$ cat src/rtl/uart_set_color_command_parser_assert.svh
// assertion macros for the set color command parser
`ifndef UART_SET_COLOR_COMMAND_PARSER_ASSERT_SVH
`define UART_SET_COLOR_COMMAND_PARSER_ASSERT_SVH

`ifndef NO_ASSERTIONS
`define UCP_ASSERT(label, prop) \
  label: assert property (@(posedge clk) disable iff (!rst_n) prop) \
    else $error("ucp assertion failed");
`define UCP_ASSERT_ALWAYS(label, prop) \
  label: assert property (@(posedge clk) prop) \
    else $error("ucp assertion failed");
`else
`define UCP_ASSERT(label, prop)
`define UCP_ASSERT_ALWAYS(label, prop)
`endif

`endif

$ cat src/rtl/ucp_pkg.sv
// shared constants, types and helper functions of the set color command parser
`timescale 1ns / 1ps

package ucp_pkg;

  localparam int LINE_CAP   = 32;
  localparam int CNT_W      = $clog2(LINE_CAP);
  localparam int CNT_MAX    = LINE_CAP - 1;
  localparam int PREFIX_LEN = 10;
  localparam int PFX_W      = 4;
  localparam int ACC_W      = 9;
  localparam int LEVEL_MAX  = 255;
  localparam int ACC_SAT    = 256;
  localparam int NUM_VALUES = 3;

  localparam logic [7:0] CH_NUL   = 8'h00;
  localparam logic [7:0] CH_TAB   = 8'h09;
  localparam logic [7:0] CH_LF    = 8'h0A;
  localparam logic [7:0] CH_VT    = 8'h0B;
  localparam logic [7:0] CH_FF    = 8'h0C;
  localparam logic [7:0] CH_CR    = 8'h0D;
  localparam logic [7:0] CH_SPACE = 8'h20;
  localparam logic [7:0] CH_COMMA = 8'h2C;
  localparam logic [7:0] CH_ZERO  = 8'h30;
  localparam logic [7:0] CH_NINE  = 8'h39;

  typedef enum logic [1:0] {
    ST_OK      = 2'd0,
    ST_RANGE   = 2'd1,
    ST_FORMAT  = 2'd2,
    ST_UNKNOWN = 2'd3
  } status_t;

  typedef struct packed {
    status_t    status;
    logic [7:0] red;
    logic [7:0] green;
    logic [7:0] blue;
  } result_t;

  function automatic logic is_blank(input logic [7:0] c);
    return (c == CH_SPACE) || (c == CH_TAB) || (c == CH_VT) || (c == CH_FF);
  endfunction

  function automatic logic is_digit(input logic [7:0] c);
    return (c >= CH_ZERO) && (c <= CH_NINE);
  endfunction

  // "SET_COLOR="
  function automatic logic [7:0] prefix_char(input logic [PFX_W-1:0] pos);
    logic [7:0] ch;
    case (pos)
      4'd0: ch = 8'h53;
      4'd1: ch = 8'h45;
      4'd2: ch = 8'h54;
      4'd3: ch = 8'h5F;
      4'd4: ch = 8'h43;
      4'd5: ch = 8'h4F;
      4'd6: ch = 8'h4C;
      4'd7: ch = 8'h4F;
      4'd8: ch = 8'h52;
      4'd9: ch = 8'h3D;
      default: ch = CH_NUL;
    endcase
    return ch;
  endfunction

endpackage

$ cat src/rtl/uart_set_color_command_parser.sv
// top level of the set color command parser
//
//   channel | direction | ports
//   --------+-----------+--------------------------------------------------
//   in      | input     | in_valid, in_ready, in_rx_byte
//   out     | output    | out_valid, out_ready, out_status, out_red, out_green, out_blue
//
// one byte per cycle while the result register is empty or being taken; a byte passes
// the input register, then the parse logic, and a line result for a CR or LF is
// registered in the result register, which sets the stall: a byte waits in the input register
// while an untaken result sits in the result register
// synchronous active-low reset clears the line state and both valid flags
`timescale 1ns / 1ps

module uart_set_color_command_parser (
  input  logic       clk,
  input  logic       rst_n,
  input  logic       in_valid,
  output logic       in_ready,
  input  logic [7:0] in_rx_byte,
  output logic       out_valid,
  input  logic       out_ready,
  output logic [1:0] out_status,
  output logic [7:0] out_red,
  output logic [7:0] out_green,
  output logic [7:0] out_blue
);

  logic             byte_vld;
  logic [7:0]       rx_byte_q;
  logic             slot_free;
  logic             fire;
  logic             res_vld;
  ucp_pkg::result_t res;

  assign fire = byte_vld && slot_free;

  ucp_in_stage u_in (
    .clk        (clk),
    .rst_n      (rst_n),
    .in_valid   (in_valid),
    .in_ready   (in_ready),
    .in_rx_byte (in_rx_byte),
    .take       (fire),
    .byte_vld   (byte_vld),
    .rx_byte_q  (rx_byte_q)
  );

  ucp_parser u_parser (
    .clk     (clk),
    .rst_n   (rst_n),
    .fire    (fire),
    .rx_byte (rx_byte_q),
    .res_vld (res_vld),
    .res     (res)
  );

  ucp_out_stage u_out (
    .clk        (clk),
    .rst_n      (rst_n),
    .res_vld    (res_vld),
    .res        (res),
    .slot_free  (slot_free),
    .out_valid  (out_valid),
    .out_ready  (out_ready),
    .out_status (out_status),
    .out_red    (out_red),
    .out_green  (out_green),
    .out_blue   (out_blue)
  );

endmodule

$ cat src/rtl/ucp_in_stage.sv
// input register holding one received byte ahead of the parser
`timescale 1ns / 1ps

module ucp_in_stage (
  input  logic       clk,
  input  logic       rst_n,
  input  logic       in_valid,
  output logic       in_ready,
  input  logic [7:0] in_rx_byte,
  input  logic       take,
  output logic       byte_vld,
  output logic [7:0] rx_byte_q
);

  logic       vld_r, vld_nxt;
  logic [7:0] byte_r, byte_nxt;
  logic       load;

  assign in_ready = !vld_r || take;
  assign load     = in_valid && in_ready;

  always_comb begin
    byte_nxt = load ? in_rx_byte : byte_r;
    if (load) begin
      vld_nxt = 1'b1;
    end else if (take) begin
      vld_nxt = 1'b0;
    end else begin
      vld_nxt = vld_r;
    end
  end

  always_ff @(posedge clk) begin
    if (!rst_n) begin
      vld_r <= 1'b0;
    end else begin
      vld_r <= vld_nxt;
    end
  end

  always_ff @(posedge clk) begin
    byte_r <= byte_nxt;
  end

  assign byte_vld  = vld_r;
  assign rx_byte_q = byte_r;

endmodule

$ cat src/rtl/ucp_parser.sv
// line state and per-byte parse logic, one byte per cycle while fire is high
`timescale 1ns / 1ps
`include "uart_set_color_command_parser_assert.svh"

module ucp_parser (
  input  logic             clk,
  input  logic             rst_n,
  input  logic             fire,
  input  logic [7:0]       rx_byte,
  output logic             res_vld,
  output ucp_pkg::result_t res
);

  logic [ucp_pkg::CNT_W-1:0] stored_cnt_r, stored_cnt_nxt;
  logic [ucp_pkg::PFX_W-1:0] pfx_pos_r, pfx_pos_nxt;
  logic [1:0]                num_idx_r, num_idx_nxt;
  logic [ucp_pkg::ACC_W-1:0] acc_r [ucp_pkg::NUM_VALUES];
  logic [ucp_pkg::ACC_W-1:0] acc_nxt [ucp_pkg::NUM_VALUES];
  logic                      digit_seen_r, digit_seen_nxt;
  logic                      format_bad_r, format_bad_nxt;
  logic                      prefix_bad_r, prefix_bad_nxt;
  logic                      numbers_done_r, numbers_done_nxt;
  logic                      content_end_r, content_end_nxt;

  logic                      is_eol;
  logic [1:0]                k;
  logic [11:0]               mac;
  logic [ucp_pkg::ACC_W-1:0] acc_step;
  logic                      over;

  assign is_eol = (rx_byte == ucp_pkg::CH_LF) || (rx_byte == ucp_pkg::CH_CR);
  assign k      = (num_idx_r > 2'd2) ? 2'd2 : num_idx_r;

  // multiply-by-ten and add of the current number with saturation
  assign mac = 12'(acc_r[k]) * 12'd10 + 12'(rx_byte[3:0]);
  assign acc_step = (mac > 12'(ucp_pkg::LEVEL_MAX)) ? ucp_pkg::ACC_W'(ucp_pkg::ACC_SAT)
                                                    : mac[ucp_pkg::ACC_W-1:0];

  assign over = (acc_r[0] > ucp_pkg::ACC_W'(ucp_pkg::LEVEL_MAX)) ||
                (acc_r[1] > ucp_pkg::ACC_W'(ucp_pkg::LEVEL_MAX)) ||
                (acc_r[2] > ucp_pkg::ACC_W'(ucp_pkg::LEVEL_MAX));

  always_comb begin
    stored_cnt_nxt   = stored_cnt_r;
    pfx_pos_nxt      = pfx_pos_r;
    num_idx_nxt      = num_idx_r;
    acc_nxt          = acc_r;
    digit_seen_nxt   = digit_seen_r;
    format_bad_nxt   = format_bad_r;
    prefix_bad_nxt   = prefix_bad_r;
    numbers_done_nxt = numbers_done_r;
    content_end_nxt  = content_end_r;
    res_vld          = 1'b0;
    res              = '0;
    res.status       = ucp_pkg::ST_OK;

    if (fire) begin
      if (is_eol) begin
        if ((pfx_pos_r != '0) || prefix_bad_r) begin
          res_vld = 1'b1;
          if (prefix_bad_r || (pfx_pos_r < ucp_pkg::PFX_W'(ucp_pkg::PREFIX_LEN))) begin
            res.status = ucp_pkg::ST_UNKNOWN;
          end else if (format_bad_r) begin
            res.status = ucp_pkg::ST_FORMAT;
          end else if (numbers_done_r || ((num_idx_r == 2'd2) && digit_seen_r)) begin
            if (over) begin
              res.status = ucp_pkg::ST_RANGE;
            end else begin
              res.red   = acc_r[0][7:0];
              res.green = acc_r[1][7:0];
              res.blue  = acc_r[2][7:0];
            end
          end else begin
            res.status = ucp_pkg::ST_FORMAT;
          end
        end
        // line end clears the line state
        stored_cnt_nxt   = '0;
        pfx_pos_nxt      = '0;
        num_idx_nxt      = '0;
        for (int i = 0; i < ucp_pkg::NUM_VALUES; i++) begin
          acc_nxt[i] = '0;
        end
        digit_seen_nxt   = 1'b0;
        format_bad_nxt   = 1'b0;
        prefix_bad_nxt   = 1'b0;
        numbers_done_nxt = 1'b0;
        content_end_nxt  = 1'b0;
      end else if (stored_cnt_r < ucp_pkg::CNT_W'(ucp_pkg::CNT_MAX)) begin
        stored_cnt_nxt = stored_cnt_r + 1'b1;
        if (!content_end_r) begin
          if (rx_byte == ucp_pkg::CH_NUL) begin
            content_end_nxt = 1'b1;
          end else if (!prefix_bad_r) begin
            if (pfx_pos_r < ucp_pkg::PFX_W'(ucp_pkg::PREFIX_LEN)) begin
              if (rx_byte == ucp_pkg::prefix_char(pfx_pos_r)) begin
                pfx_pos_nxt = pfx_pos_r + 1'b1;
              end else begin
                prefix_bad_nxt = 1'b1;
              end
            end else if (!format_bad_r && !numbers_done_r) begin
              if (!digit_seen_r) begin
                if (ucp_pkg::is_digit(rx_byte)) begin
                  acc_nxt[k]     = ucp_pkg::ACC_W'(rx_byte[3:0]);
                  digit_seen_nxt = 1'b1;
                end else if (!ucp_pkg::is_blank(rx_byte)) begin
                  format_bad_nxt = 1'b1;
                end
              end else if (ucp_pkg::is_digit(rx_byte)) begin
                acc_nxt[k] = acc_step;
              end else if ((k < 2'd2) && (rx_byte == ucp_pkg::CH_COMMA)) begin
                num_idx_nxt    = k + 2'd1;
                digit_seen_nxt = 1'b0;
              end else if (k == 2'd2) begin
                numbers_done_nxt = 1'b1;
              end else begin
                format_bad_nxt = 1'b1;
              end
            end
          end
        end
      end
    end
  end

  always_ff @(posedge clk) begin
    if (!rst_n) begin
      stored_cnt_r   <= '0;
      pfx_pos_r      <= '0;
      num_idx_r      <= '0;
      for (int i = 0; i < ucp_pkg::NUM_VALUES; i++) begin
        acc_r[i] <= '0;
      end
      digit_seen_r   <= 1'b0;
      format_bad_r   <= 1'b0;
      prefix_bad_r   <= 1'b0;
      numbers_done_r <= 1'b0;
      content_end_r  <= 1'b0;
    end else begin
      stored_cnt_r   <= stored_cnt_nxt;
      pfx_pos_r      <= pfx_pos_nxt;
      num_idx_r      <= num_idx_nxt;
      acc_r          <= acc_nxt;
      digit_seen_r   <= digit_seen_nxt;
      format_bad_r   <= format_bad_nxt;
      prefix_bad_r   <= prefix_bad_nxt;
      numbers_done_r <= numbers_done_nxt;
      content_end_r  <= content_end_nxt;
    end
  end

  `UCP_ASSERT(a_pfx_range, pfx_pos_r <= ucp_pkg::PFX_W'(ucp_pkg::PREFIX_LEN))
  `UCP_ASSERT(a_cnt_range, stored_cnt_r <= ucp_pkg::CNT_W'(ucp_pkg::CNT_MAX))
  `UCP_ASSERT(a_idx_range, num_idx_r != 2'd3)
  `UCP_ASSERT(a_res_on_eol, res_vld |-> (fire && is_eol))
  `UCP_ASSERT(a_eol_clears, (fire && is_eol) |=> ((stored_cnt_r == '0) && (pfx_pos_r == '0)))
  `UCP_ASSERT(a_num_after_pfx, (format_bad_r || numbers_done_r) |-> (pfx_pos_r == ucp_pkg::PFX_W'(ucp_pkg::PREFIX_LEN)))

endmodule

$ cat src/rtl/ucp_out_stage.sv
// result register driving the output channel
`timescale 1ns / 1ps

module ucp_out_stage (
  input  logic             clk,
  input  logic             rst_n,
  input  logic             res_vld,
  input  ucp_pkg::result_t res,
  output logic             slot_free,
  output logic             out_valid,
  input  logic             out_ready,
  output logic [1:0]       out_status,
  output logic [7:0]       out_red,
  output logic [7:0]       out_green,
  output logic [7:0]       out_blue
);

  logic             vld_r, vld_nxt;
  ucp_pkg::result_t res_r, res_nxt;

  assign slot_free = !vld_r || out_ready;

  always_comb begin
    res_nxt = res_vld ? res : res_r;
    if (res_vld) begin
      vld_nxt = 1'b1;
    end else if (out_ready) begin
      vld_nxt = 1'b0;
    end else begin
      vld_nxt = vld_r;
    end
  end

  always_ff @(posedge clk) begin
    if (!rst_n) begin
      vld_r <= 1'b0;
    end else begin
      vld_r <= vld_nxt;
    end
  end

  always_ff @(posedge clk) begin
    res_r <= res_nxt;
  end

  assign out_valid  = vld_r;
  assign out_status = res_r.status;
  assign out_red    = res_r.red;
  assign out_green  = res_r.green;
  assign out_blue   = res_r.blue;

endmodule

$ cat config.mk
export PLATFORM = sky130hd
export DESIGN_NAME = uart_set_color_command_parser
export DESIGN_NICKNAME = d
export VERILOG_FILES = /design/src/rtl/ucp_pkg.sv /design/src/rtl/uart_set_color_command_parser.sv /design/src/rtl/ucp_in_stage.sv /design/src/rtl/ucp_parser.sv /design/src/rtl/ucp_out_stage.sv
export VERILOG_INCLUDE_DIRS = /design/src /design/src/rtl
export SDC_FILE = /design/constraint.sdc
export NUM_CORES = 1
export LEC_CHECK = 0
export BUFFER_PORTS_ARGS = -buffer_cell sky130_fd_sc_hd__buf_2
export CAP_MARGIN = 5
export CORE_MARGIN = 2
export CORE_UTILIZATION = 50
export CTS_BUF_LIST = sky130_fd_sc_hd__clkbuf_8
export DETAILED_ROUTE_END_ITERATION = 8
export MAX_ROUTING_LAYER = met4
export PLACE_DENSITY = 0.69
export SLEW_MARGIN = 40
export SYNTH_ARGS = -nofsm -noshare
export SYNTH_HDL_FRONTEND = slang
export SYNTH_SLANG_ARGS = --single-unit
export TNS_END_PERCENT = 50
$ cat constraint.sdc
create_clock -name clk -period 5.3 [get_ports clk]
set_clock_uncertainty 0.2 [all_clocks]
set_input_delay 0.53 -clock clk [delete_from_list [all_inputs] [get_ports clk]]
set_output_delay 0.53 -clock clk [all_outputs]
set_load 0.005 [all_outputs]
==> flow_metrics.tcl, run 1 <==
set metrics [dict create \
    dieArea_um2 10300 \
    syn_nets 525 \
    start_util 0.516 \
    synth_edf_count 34 \
    cpPeakStageDelay_ns 0.81 \
    worst_slew_pin_slew_ns 0.814 \
    hold_class "primary input to flip-flop" \
    status "finished, final reports clean" \
    synth_common_cells "dfxtp_1, nand2_1, nor2_1, edfxtp_1, and2_1" \
    power.density_nw_per_um2 221 \
    synth_top_area_cell "dfxtp_1" \
    ys_types 72 \
    synth_area_per_cell_um2 9.81 \
    cp.arrival_ns 4.56 \
    vias 3696 \
    async_reset_ff_frac 0 \
    crit_path_start_kind "flip-flop" \
    critPathRequiredTime_ns 5.36 \
    crit_path_end_kind "flip-flop" \
    max-cap-violations 0 \
    post-cts-setup-buffers 0 \
    io_pins 40 \
    crit_chain "mux2i_1, o21ai_0, ha_1, ha_1, inv_1, fa_1, nand2b_2, a21o_1, a211oi_1, nand2b_1, a2111oi_0, nor2_1, o31ai_1" \
    path_common_cell "ha_1" \
    r2r_start "u_parser.num_idx_r[0]" \
    worst-path-buf-inv 1 \
    overflow 0 \
    cts_max_level 3 \
    p_leak_nw 2.05 \
    path_class "flip-flop to flip-flop" \
    finalWirelength_um 9940 \
    crit_start "u_parser.num_idx_r[0]" \
    fmax_ghz 0.222 \
    synthToLayoutAreaGrowth_pct 9.18 \
    port_buffers 39 \
    cts-hold-fix-buffers 0 \
    grt_pass1_vias 3336 \
    path_depth 13 \
    clkTransAtPathRegs_ns 0.08 \
    clock_sinks 86 \
    tritoncts "yes" \
    fp-row-count 35 \
    reg2reg_depth 13 \
    synth_warnings 0 \
    syn_inst 486 \
    gp_congestion 0.932 \
    coreArea_um2 9240 \
    critPathMaxFanout 14 \
    drc 0 \
    synth.top_cells.by_area "dfxtp_1, edfxtp_1, ha_1, and2_1, nand2_1" \
    top_usage_layer "met1" \
    use_met1 0.299 \
    netlist_area_um2 4770 \
    crit_end "u_parser.acc_r[21]" \
    grt_pass1_wl_um 16400 \
    dr.pass1.iters 5 \
    insertion_delay_ns 0.36 \
    yosysTopAreaCellShare 0.218 \
    fin_crit_sh 0.849 \
    drtIter0Drc 246 \
    die_y_um 102 \
    ir_worst_vdd_uv 157 \
    ctsResizeCount 0 \
    yosysSeqAreaShare 0.432 \
    grt_start_max_net_pins 30 \
    layout_min_cycle_time_ns 4.50 \
    clk_path_buf_depth 2 \
    use_met2 0.290 \
    timing_hold_violations_final 0 \
    slowest_stage "dfxtp_1" \
    fin_nets 554 \
    r2r-end "u_parser.acc_r[21]" \
    setup_viol 0 \
    critPathTopFamily "compound AO/OA/AOI/OAI gates" \
    drive_above_1_share 0.142 \
    slew_violations 0 \
    synth_most_common_cell "dfxtp_1" \
    antenna_found_initial 0 \
    place_hpwl_um 7430 \
    ys_ff_latch 86 \
    cts_buffers 9 \
    filler_cell_count 814 \
    fin_setup_tns_ns 0 \
    reg2reg_setup_slack_ns 0.80 \
    rsz0062_at_grt "no" \
    insertedDiodeCount 0 \
    drtAntennaViolNets 0 \
    grt_use_total 0.211 \
    power_mw 1.15 \
    clockRootBuffer "clkbuf_8" \
    via_per_inst 5.69 \
    die_w_um 102 \
    synth_flop_cell "dfxtp_1" \
    grtUsageMet3 0.0428 \
    post_drt_wl_per_cell_um 15.3 \
    maxSlewHeadroom 0.453 \
]
==> power breakdown <==
| group | switching (mW) | internal (mW) |
|---|---|---|
| Sequential | 0.0134 | 0.690 |
| Combinational | 0.0299 | 0.0181 |
| Clock | 0.221 | 0.178 |
==> layout make-up <==
type	count	area, um^2	area share
well taps	129	161	0.0310
repair buffers	40	203	0.0389
multi-input cells	358	2530	0.487
clock buffers	10	138	0.0264
flip-flops and latches	86	2060	0.396
inverters	20	75.1	0.0144
clock inverters	6	31.3	0.00601
==> through the flow <==
stage | hold slack (ns) | cells | util | setup WS, ns | instance area (um^2)
after floorplan | 0.238 | 486 | - | 1.08 | 4770
after global placement | 0.260 | 633 | 0.545 | 0.934 | 5040
after detailed placement | 0.261 | 633 | 0.545 | 0.820 | 5040
after CTS | 0.127 | 649 | 0.563 | 0.794 | 5200
after global routing | 0.126 | 649 | 0.563 | 0.604 | 5210
final | 0.141 | 649 | 0.563 | 0.800 | 5210
==> worst min-delay path by stage <==
| stage | startpoint | to | cells after the start |
|---|---|---|---|
| finish | in_rx_byte[7] | u_in.rx_byte_q[7] | 1 |
| global route | in_rx_byte[5] | u_in.rx_byte_q[5] | 1 |
| CTS | in_rx_byte[7] | u_in.rx_byte_q[7] | 1 |
| detailed placement | u_parser.acc_r[16] | u_parser.acc_r[16] | 2 |
| global placement | u_parser.acc_r[26] | u_parser.acc_r[26] | 2 |
| floorplan | u_parser.acc_r[22] | u_parser.acc_r[22] | 2 |
==> state kept, by name, summed over array words and instances (netlist names), 2 cells and up, named ones only <==
signal and cells:
u_in.rx_byte_q 8, u_out.out_blue 8, u_out.out_green 8, u_out.out_red 8
u_out.out_status 2, u_parser.acc_r 27, u_parser.num_idx_r 2, u_parser.pfx_pos_r 4
u_parser.stored_cnt_r 5
==> worst register-to-register path: cells and delay by family, from the launching register on <==
family	cells	cell delay, ns
AO/OA/AOI/OAI	5	1.54
adder cells (fa/ha/maj)	3	0.96
buffers and inverters	1	0.06
flip-flops	1	0.81
multiplexers	1	0.29
AND/OR/NAND/NOR	3	0.55
==> metal layers <==
layer  routed length (um)  up-vias
li1                     -     1836
met3                  551       19
met5                    0        -
met1                 4900     1716
met4                  216        0
met2                 4270      125
==> logic make-up (layout without fill, tap and decap cells) <==
group | Yosys count | count (layout) | synth area share
AND/OR/NAND/NOR | 183 | 183 | 0.212
adder cells (fa/ha/maj) | 27 | 27 | 0.0740
flip-flops | 86 | 86 | 0.432
AO/OA/AOI/OAI | 115 | 115 | 0.181
buffers and inverters | 42 | 76 | 0.0365
XOR/XNOR | 24 | 24 | 0.0457
multiplexers | 9 | 9 | 0.0189
==> cells in the final DEF (no fill, tap or decap), drive strengths merged, types with 3 or more instances in the layout <==
cell type  netlist  layout
a2111oi          3       3
a211oi           3       3
a21o             6       6
a21oi           17      17
a22oi            5       5
a32o             5       5
a32oi           10      10
and2            33      33
and3             7       7
buf              8      40
clkbuf          14      10
clkinv           0       4
dfxtp           52      52
edfxtp          34      34
ha              25      25
inv             20      22
mux2i            9       9
nand2           43      43
nand2b           6       6
nand3           10      10
nand4            6       6
nor2            35      35
nor2b           11      11
nor3             7       7
nor3b            3       3
nor4             7       7
o21a             4       4
o21ai           26      26
o31ai           15      15
o32a             3       3
o32ai            3       3
or3              3       3
or4b             3       3
xnor2            9       9
xor2            15      15
Note: power is estimated with default switching activity, not from simulation.
==> run 2, diff against run 1 <==
- clock period: 5.3 -> 4.7 ns (I/O delays scaled with it)
==> flow_metrics.tcl, run 2 (synthesized netlist as in run 1, its figures left out) <==
set metrics [dict create \
    path_class "flip-flop to flip-flop" \
    max-cap-violations 0 \
    place_hpwl_um 7490 \
    status "finished, final reports clean" \
    final_cell_mix "dfxtp_1, nand2_1, buf_2" \
    cts_max_level 3 \
    critPathRequiredTime_ns 4.75 \
    crit_path_end_kind "flip-flop" \
    post-cts-setup-buffers 0 \
    insertion_delay_ns 0.35 \
    critPathMaxFanout 15 \
    antenna_found_initial 0 \
    clkTransAtPathRegs_ns 0.09 \
    gp_congestion 0.955 \
    drive_above_1_share 0.146 \
    p_leak_nw 2.06 \
    insertedDiodeCount 0 \
    final_common_cell "dfxtp_1" \
    crit_start "u_parser.num_idx_r[1]" \
    fin_setup_tns_ns 0 \
    maxSlewHeadroom 0.466 \
    ir_worst_vdd_uv 179 \
    whs_ns 0.0862 \
    final_core_util 0.567 \
    fp-row-count 35 \
    post_drt_wl_per_cell_um 15.3 \
    layout_min_cycle_time_ns 4.38 \
    slew_violations 0 \
    port_buffers 39 \
    clock_sinks 86 \
    crit_path_start_kind "flip-flop" \
    fin_area_um2 5240 \
    grt_start_max_net_pins 30 \
    overflow 0 \
    die_w_um 102 \
    grt_pass1_wl_um 16300 \
    hold_class "primary input to flip-flop" \
    dieArea_um2 10300 \
    fin_nets 555 \
    synthToLayoutAreaGrowth_pct 9.92 \
    cts-hold-fix-buffers 0 \
    crit_chain "buf_4, nand2_1, o21ai_0, ha_1, ha_1, inv_1, fa_1, nor2b_1, nand2_2, nor4_2, xnor2_1, or4b_1, o32a_1, o31ai_1" \
    power_mw 1.35 \
    power.density_nw_per_um2 258 \
    drtAntennaViolNets 0 \
    worst_slew_pin_slew_ns 0.794 \
    path_common_cell "ha_1" \
    cpPeakStageDelay_ns 0.67 \
    grt_pass1_vias 3277 \
    slowest_stage "dfxtp_1" \
    cts_buffers 9 \
    placed_cell_area_um2 5040 \
    dr.pass1.iters 6 \
    die_y_um 102 \
    vias 3688 \
    fin_crit_sh 0.932 \
    top_register "u_parser.acc_r" \
    setup_viol 0 \
    drtIter0Drc 281 \
    min_path_cells 1 \
    rsz0062_at_grt "no" \
    start_util 0.516 \
    hp-start "in_rx_byte[3]" \
    via_per_inst 5.67 \
    io_pins 40 \
    fmax_ghz 0.228 \
    drc 0 \
    largest_reg_flops 27 \
    reg2reg_depth 14 \
    coreArea_um2 9240 \
    clockRootBuffer "clkbuf_8" \
    timing_hold_violations_final 0 \
    grt_use_total 0.208 \
    finalWirelength_um 9980 \
    cp.arrival_ns 4.43 \
    tritoncts "yes" \
    r2r_start "u_parser.num_idx_r[1]" \
    clk_path_buf_depth 2 \
]
run 2: timing repair:
item                       4_1_cts  5_1_grt
hold endpoints to repair         0        0
setup endpoints to repair        0       18
gates resized for setup          0        1
run 2: final timing paths:
kind | slack (ns) | endpoint
min reg2reg | 0.28 | u_parser.acc_r[13]
max reg2reg | 0.32 | u_parser.acc_r[20]
min | 0.09 | u_in.rx_byte_q[3]
max | 0.32 | u_parser.acc_r[20]
run 2: critical path, delay by kind of cell, from the launching register on:
family | cells | cell delay, ns
AOI/OAI and AO/OA | 3 | 0.65
and+or+nand+nor | 5 | 1.21
adders and majority gates | 3 | 0.99
DFF | 1 | 0.67
xor gates and xnor gates | 1 | 0.21
buffers and inverters | 2 | 0.35
run 2: power by group:
group | total [mW] | switching [mW] | internal, mW
Combinational | 0.0542 | 0.0337 | 0.0205
Clock | 0.504 | 0.262 | 0.242
Sequential | 0.793 | 0.0149 | 0.778
run 2: metrics by stage:
stage,worst slack (ns),cells
6_report,0.318,650
4_1_cts,0.253,650
3_5_place_dp,0.303,634
5_1_grt,0.00386,650
2_1_floorplan,0.482,486
3_3_place_gp,0.313,634
run 2: cell type report:
type / count / area [um^2]
Clock buffer: 9 / 124
Inverter: 20 / 75.1
Timing Repair Buffer: 41 / 210
Multi-Input combinational cell: 358 / 2540
Tap cell: 129 / 161
Clock inverter: 7 / 66.3
Sequential cell: 86 / 2060
Fill cell: 802 / 4000
run 2: per-layer routing:
layer  track usage  vias to the layer above  share of wire
li1              -                     1844              -
met1         0.297                     1680           0.47
met2         0.296                      153           0.43
met3        0.0462                       11          0.081
met4        0.0582                        0          0.013
met5             -                        -              0
==> run 3, diff against run 2 <==
- SYNTH_HIERARCHICAL: default -> 1
==> flow_metrics.tcl, run 3 <==
set metrics [dict create \
    slew_violations 0 \
    syn_nets 518 \
    crit_path_end_kind "flip-flop" \
    grt_start_max_net_pins 30 \
    critPathMaxFanout 10 \
    rsz0062_at_grt "no" \
    synth.top_cells.by_area "dfxtp_1, edfxtp_1, ha_1, and2_1, nand2_1" \
    fin_nets 551 \
    post_drt_wl_per_cell_um 16.0 \
    cp.arrival_ns 4.32 \
    synthAdderAreaFrac 0.0764 \
    ctsResizeCount 0 \
    gp_congestion 0.944 \
    status "finished, final reports clean" \
    async_reset_ff_frac 0 \
    synth_top_family_by_area "simple AND/OR/NAND/NOR gates" \
    finalWirelength_um 10300 \
    fin_crit_sh 0.908 \
    grt_use_total 0.215 \
    p_leak_nw 1.95 \
    power_mw 1.47 \
    top_register "u_parser/acc_r" \
    place_hpwl_um 7630 \
    worst_slew_pin_slew_ns 0.830 \
    final_common_cell "dfxtp_1" \
    coreArea_um2 9240 \
    synth_xor_area_frac 0.0461 \
    ir_worst_vdd_uv 159 \
    clk_path_buf_depth 2 \
    synth_edf_count 34 \
    dieArea_um2 10400 \
    timing_hold_violations_final 0 \
    yosysSeqAreaShare 0.431 \
    cts_max_level 3 \
    grt_pass1_wl_um 16700 \
    start_util 0.517 \
    crit_path_start_kind "flip-flop" \
    synth_common_cells "dfxtp_1, nand2_1, edfxtp_1, and2_1, ha_1" \
    synth_most_common_cell "dfxtp_1" \
    synth_warnings 6 \
    die_y_um 102 \
    post-cts-setup-buffers 0 \
    ys_types 77 \
    die_w_um 102 \
    placed_cell_area_um2 5050 \
    drtIter0Drc 308 \
    drtAntennaViolNets 0 \
    drive_above_1_share 0.171 \
    cts_buffers 9 \
    power.density_nw_per_um2 277 \
    antenna_found_initial 0 \
    vias 3731 \
    insertion_delay_ns 0.35 \
    layout_min_cycle_time_ns 4.27 \
    synth_flop_cell "dfxtp_1" \
    via_per_inst 5.78 \
    synthToLayoutAreaGrowth_pct 10.6 \
    tritoncts "yes" \
    synth_area_per_cell_um2 10.0 \
    netlist_area_um2 4780 \
    synth-simple-area-share 0.219 \
    clkTransAtPathRegs_ns 0.09 \
    hold_class "primary input to flip-flop" \
    max-cap-violations 0 \
    insertedDiodeCount 0 \
    setup_viol 0 \
    clock_sinks 86 \
    clockRootBuffer "clkbuf_8" \
    synthMuxAreaShare 0.0209 \
    synth_compound_area_frac 0.161 \
    port_buffers 39 \
    fp-row-count 35 \
    finalNonFillerCells 645 \
    ys_ff_latch 86 \
    syn_inst 478 \
    critPathRequiredTime_ns 4.76 \
    min_path_cells 1 \
    fmax_ghz 0.234 \
    dp.cells 629 \
    path_class "flip-flop to flip-flop" \
    fin_area_um2 5290 \
    grt_pass1_vias 3407 \
    maxSlewHeadroom 0.444 \
    overflow 0 \
    final_core_util 0.572 \
    reg2reg_depth 14 \
    dr.pass1.iters 7 \
    synth_top_area_cell "dfxtp_1" \
    drc 0 \
    cts-hold-fix-buffers 0 \
    final_cell_mix "dfxtp_1, nand2_1, buf_2" \
    yosysTopAreaCellShare 0.218 \
    reg2reg_setup_slack_ns 0.43 \
    io_pins 40 \
    largest_reg_flops 27 \
    fin_setup_tns_ns 0 \
]
## run 3: kinds of logic after synthesis
logic type | after synthesis
xor gates and xnor gates | 23
buffers and inverters | 43
adders and majority gates | 28
AOI/OAI and AO/OA | 103
and+or+nand+nor | 185
muxes | 10
DFF | 86
## run 3: cell type report
type | count | area, um^2
clock inverters | 7 | 114
well taps | 129 | 161
fillers | 818 | 3960
inverters | 19 | 71.3
multi-input cells | 349 | 2500
repair buffers | 46 | 248
clock buffers | 9 | 124
flip-flops and latches | 86 | 2060
## run 3: path summary, 6_finish.rpt
| kind | endpoint | from |
|---|---|---|
| max reg2reg | u_parser/acc_r[23] | u_parser/num_idx_r[0] |
| max | u_parser/acc_r[23] | u_parser/num_idx_r[0] |
| min reg2reg | u_parser/acc_r[4] | u_parser/acc_r[4] |
| min | u_in/rx_byte_q[3] | in_rx_byte[3] |
## run 3: power breakdown
| part | total, mW | internal (mW) | switching (mW) | leakage (nW) |
|---|---|---|---|---|
| Sequential | 0.792 | 0.779 | 0.0133 | 0.676 |
| Clock | 0.616 | 0.351 | 0.264 | 0.122 |
| Combinational | 0.0578 | 0.0238 | 0.0340 | 1.16 |
| Total | 1.47 | 1.15 | 0.312 | 1.95 |
## run 3: metrics by stage
step | hold slack [ns] | worst slack (ns)
floorplan | 0.234 | 0.643
global placement | 0.255 | 0.605
detailed placement | 0.253 | 0.450
CTS | 0.0730 | 0.428
global route | 0.0721 | 0.144
finish | 0.0882 | 0.433
## run 3: per-layer routing
metal | share of wire | GRT usage
met5 | 0 | -
met4 | 0.020 | 0.0842
met3 | 0.052 | 0.0297
met2 | 0.48 | 0.347
met1 | 0.45 | 0.274
## run 3: critical path, stage by stage, from the launching register on
cell	delay, ns
dfxtp_1	0.63
mux2i_1	0.22
o21ai_0	0.16
ha_1	0.34
ha_1	0.17
inv_1	0.06
fa_1	0.41
xor2_1	0.20
or3b_1	0.40
nor2_1	0.18
nand4b_1	0.14
nor4_2	0.34
nor2_2	0.18
buf_4	0.21
o41ai_1	0.32
